## src/design/miss_status_holding_registers_top_defines.svh

```systemverilog
// assertion macros shared by the miss table
`ifndef MISS_STATUS_HOLDING_REGISTERS_TOP_DEFINES_SVH
`define MISS_STATUS_HOLDING_REGISTERS_TOP_DEFINES_SVH

// condition that must hold at every clock edge out of reset
`define MSHR_ASSERT_ALWAYS(lbl, cond, msg) \
  lbl: assert property (@(posedge clk_i) disable iff (!rst_ni) (cond)) else $error(msg);

// consequence that must hold in the same cycle as its antecedent
`define MSHR_ASSERT_IMPLIES(lbl, ante, cons, msg) \
  lbl: assert property (@(posedge clk_i) disable iff (!rst_ni) (ante) |-> (cons)) else $error(msg);

`endif

```

## src/design/mshr_pkg.sv

```systemverilog
package mshr_pkg;

  // table geometry
  localparam int unsigned ENTRIES    = 8;
  localparam int unsigned LINE_WORDS = 16;
  localparam int unsigned LINE_BYTES = LINE_WORDS * 4;
  localparam int unsigned IDX_W      = (ENTRIES > 1) ? $clog2(ENTRIES) : 1;
  localparam int unsigned CNT_W      = $clog2(ENTRIES + 1);
  localparam int unsigned WORD_W     = (LINE_WORDS > 1) ? $clog2(LINE_WORDS) : 1;
  localparam int unsigned WCNT_W     = $clog2(LINE_WORDS + 1);
  localparam int unsigned MEM_DEPTH  = ENTRIES * LINE_WORDS;
  localparam int unsigned MEM_AW     = (MEM_DEPTH > 1) ? $clog2(MEM_DEPTH) : 1;

  // stream widths
  localparam int unsigned IN_DATA_W  = 104;
  localparam int unsigned IN_USER_W  = 3;
  localparam int unsigned OUT_DATA_W = 112;

  typedef enum logic [2:0] {
    OP_FIND      = 3'd0,
    OP_MISS      = 3'd1,
    OP_ACCEPT    = 3'd2,
    OP_RESP      = 3'd3,
    OP_FILL_DONE = 3'd4
  } op_e;

  typedef enum logic [2:0] {
    ST_IDLE,
    ST_SCAN,
    ST_MERGE_RD,
    ST_MERGE_WR,
    ST_RESULT,
    ST_FILL_RD,
    ST_FILL_OUT
  } state_e;

  // one word of merged store data
  typedef struct packed {
    logic [3:0]  strobe;
    logic [31:0] data;
  } merge_t;

  // verdict of the shared entry comparator
  typedef struct packed {
    logic match;
    logic free;
  } cmp_t;

  // byte overlay of data onto base under a strobe
  function automatic logic [31:0] overlay(logic [31:0] base, logic [31:0] data,
                                          logic [3:0] strobe);
    logic [31:0] res;
    res = base;
    for (int i = 0; i < 4; i++) begin
      if (strobe[i]) res[8*i +: 8] = data[8*i +: 8];
    end
    return res;
  endfunction

endpackage

```

## src/design/mshr_entry_cmp.sv

```systemverilog
module mshr_entry_cmp (
  input  logic        valid_i,
  input  logic [31:0] line_addr_i,
  input  logic [31:0] probe_line_i,
  output mshr_pkg::cmp_t res_o
);
  import mshr_pkg::*;

  // line match against a live entry, or a free slot
  always_comb begin
    res_o.match = valid_i && (line_addr_i == probe_line_i);
    res_o.free  = !valid_i;
  end

endmodule

```

## config.mk

```make
export PLATFORM = sky130hd
export DESIGN_NAME = mshr_entry_cmp
export DESIGN_NICKNAME = d
export VERILOG_FILES = /design/src/design/miss_status_holding_registers_top_defines.svh /design/src/design/mshr_pkg.sv /design/src/design/mshr_entry_cmp.sv
export SDC_FILE = /design/constraint.sdc
export NUM_CORES = 1
export LEC_CHECK = 0
export ABC_AREA = 0
export CAP_MARGIN = 20
export CORE_AREA = 2 2 39 41
export DETAILED_ROUTE_END_ITERATION = 6
export DIE_AREA = 0 0 41 43
export DONT_BUFFER_PORTS = 1
export GPL_TIMING_DRIVEN = 0
export MAX_ROUTING_LAYER = met4
export SLEW_MARGIN = 40
export SYNTH_ARGS = -nofsm -noshare
export SYNTH_HDL_FRONTEND = slang
export SYNTH_SLANG_ARGS = --single-unit
export TNS_END_PERCENT = 50
```

## constraint.sdc

```tcl
create_clock -name vclk -period 1.7
set_input_delay 0.51 -clock vclk [all_inputs]
set_output_delay 0.51 -clock vclk [all_outputs]
set_load 0.005 [all_outputs]
```

Word-level counts from Yosys, hierarchy flattened
Index checks and enable logic that the tools add are counted.
Word-level totals
  bits in registers: 0
  bits of input ports: 65
  output and inout port bits: 2
  logic and storage cells: 3
Operators by class
  equal/unequal tests: 1
  reduce and logical (&&, ||, !) cells: 2
Operator list (number)
  $eq 32x32->1: 1
  $logic_and 1x1->1: 1
  $logic_not 1->1: 1

Depth between registers and ports, before layout
  depth after elaboration: 2
  gate-level depth with buffers: 4
  depth with buffers taken out: 4

Worst setup path before layout
Ideal clock, no wire load.
  path type: input port to output port
  from: input port probe_line_i[9]
  to: output port res_o[1] in the netlist's numbering
  data arrival time: 1239 ps
  required time: 1190 ps
  setup slack: -49 ps
  stages on the path: 4
  cell sequence: xor2_1 a2111oi_2 nand4_1 nor3_2
RTL lines
  start, declared: line mshr_entry_cmp.sv:4  | input logic [31:0] probe_line_i,
  end, declared: line mshr_entry_cmp.sv:5  | output mshr_pkg::cmp_t res_o

==> results.yml <==
drt:
  drtPass1Iterations: 2
  drtAntennaViolNets: 0
  routed_wl_um: 781
  vias_per_cell: 5.48
  num_vias: 334
  drc_errors: 0
  drtIter0Drc: 1
  routedWlPerCell_um: 12.8
timing:
  hold_viol_final: 0
  rsz0062_at_grt: "true"
  min_period_ps: 1820
  worst_pin_slew_ps: 284
  setup_violations: 1
  slew_viol_final: 0
  finalCritPeriodShare_pct: 107
  fmax_mhz: 548
  slew_headroom_pct: 80.9
  worst_slack_ps: -124
job:
  maxCapViolations: 0
pwr:
  leakage_nw: 0.151
  p_per_area_nw_per_um2: 173
  vdd_drop_max_uv: 53.7
  power.total_uw: 68.5
cells_and_area:
  nets: 112
  fillers: 154
  diodes: 0
  final-seq-area_um2: 0
  final_cells: 61
  drive_gt1_share_pct: 6.67
  layout_common_cells: "27 x xor2_1, 5 x nor4_1, 4 x xnor2_1"
  post-route-util_pct: 28.6
  synthToLayoutAreaGrowth_pct: 7.12
  nClkBuffers: 0
  seq_cells: 0
  final_common_cell: "xor2_1"
worst_setup_path:
  cpMaxStageDelayCell: "a2111oi_2"
  path_max_fanout: 1
  setup.worst_path.end_class: "output pin"
  cpPeakStageDelay_ps: 330
  cp-start-kind: "input pin"
  cp.arrival_ps: 1310
  cp_cell_sequence: "xor2_1 > a2111oi_2 > nand4_1 > nor3_2"
  crit_type: "input pin to output pin"
  crit_start: "probe_line_i[9]"
  critPathCapture: "res_o[1]"
  cp_top_family: "compound AO/OA/AOI/OAI gates"
  cp_num_buf_inv: 0
  path_depth: 4
  required_ps: 1190
yosys:
  synth_cells: 45
  yosysSeqAreaShare_pct: 0
  yosys-top-cells-area: "xor2_1 64%, nor4_1 10%, xnor2_1 9.5%"
  yosys.area_share.simple_pct: 17.6
  yosys_warnings: 0
  synth_area_leader_cell: "xor2_1"
  synthesis.nets: 110
  synth_compound_area_share_pct: 6.78
  avgSynthCellArea_um2: 8.20
  synthAdderAreaFrac_pct: 0
  yosysTopAreaCellShare_pct: 64.1
  synth_top_family_by_area: "XOR/XNOR gates"
  yosysUniqueCellTypes: 9
  synthXorXnorAreaFrac_pct: 73.6
  syn_area_um2: 369
  muxShareOfSynthArea_pct: 0
die:
  dieArea_um2: 1760
  die_w_um: 41
  rows: 14
  initial_utilization_pct: 26.7
  ios: 67
  core_um2: 1380
  die_h_um: 43
global_route:
  grt_pass1_wl_um: 1150
  grt_pass1_vias: 350
  overflow: 0
  grt.total_usage_pct: 9.01
  antenna_found_initial: 0
  grt_max_degree: 3
clock_tree:
  postCtsHoldBufs: 0
  post_cts_buffers: 0
  cts_resized: 1
placed_design:
  gp_congestion: 0.609
  numPortBuffers: 0
  dp.cells: 61
  dpl.hpwl_um: 781
hold_path:
  min_path_cells: 1
  min_from: "valid_i"
  min_path_type: "input pin to output pin"
run_status:
  status: "complete, but fails checks"
  violations: "setup timing"
layer usage:
layer / vias up / GRT usage, % / share of wire, %
met5: - / - / 0
met4: 0 / 0 / 0
met3: 0 / 0 / 17
met2: 42 / 17.8 / 57
met1: 136 / 9.81 / 26
li1: 156 / - / -
power breakdown:
| part | switching, mW | internal (mW) | total, mW |
|---|---|---|---|
| registers | 0 | 0 | 0 |
| logic | 0.0276 | 0.0409 | 0.0685 |
| clock network | 0 | 0 | 0 |
| total | 0.0276 | 0.0409 | 0.0685 |
logic make-up (layout without fill, tap and decap cells):
kind of cell | after synthesis | count (layout)
buffers and inverters | 2 | 2
and+or+nand+nor | 10 | 10
AOI/OAI and AO/OA | 2 | 2
xor gates and xnor gates | 31 | 31
per-stage QoR:
step | cell area [um^2] | hold slack (ps) | setup TNS, ps | worst slack, ps
floorplan | 369 | 1050 | -42.2 | -42.2
global placement | 389 | 1050 | -149 | -149
detailed placement | 389 | 1050 | -169 | -169
CTS | 395 | 1050 | -160 | -160
global route | 395 | 1060 | -219 | -219
finish | 395 | 1050 | -124 | -124
how the worst min path moves through the flow:
stage          slack, ps       end
2_1_floorplan       1050  res_o[0]
3_3_place_gp        1050  res_o[0]
6_report            1050  res_o[0]
4_1_cts             1050  res_o[0]
3_5_place_dp        1050  res_o[0]
5_1_grt             1060  res_o[0]
synth_stat cells:
library cell and number:
inv_1 2, xor2_1 27, nand3_1 1, xnor2_1 4, nor3_2 1, o211a_1 1, nand4_1 2, a2111oi_2 1
nor4_1 6
area by class of cell:
class                      instances  area (um^2)  share of cell area, %
multi-input combinational         43          368                   93.0
inverter                           2         7.51                   1.90
tap                               16         20.0                   5.06
No activity file was read; power rests on OpenSTA's default activity.
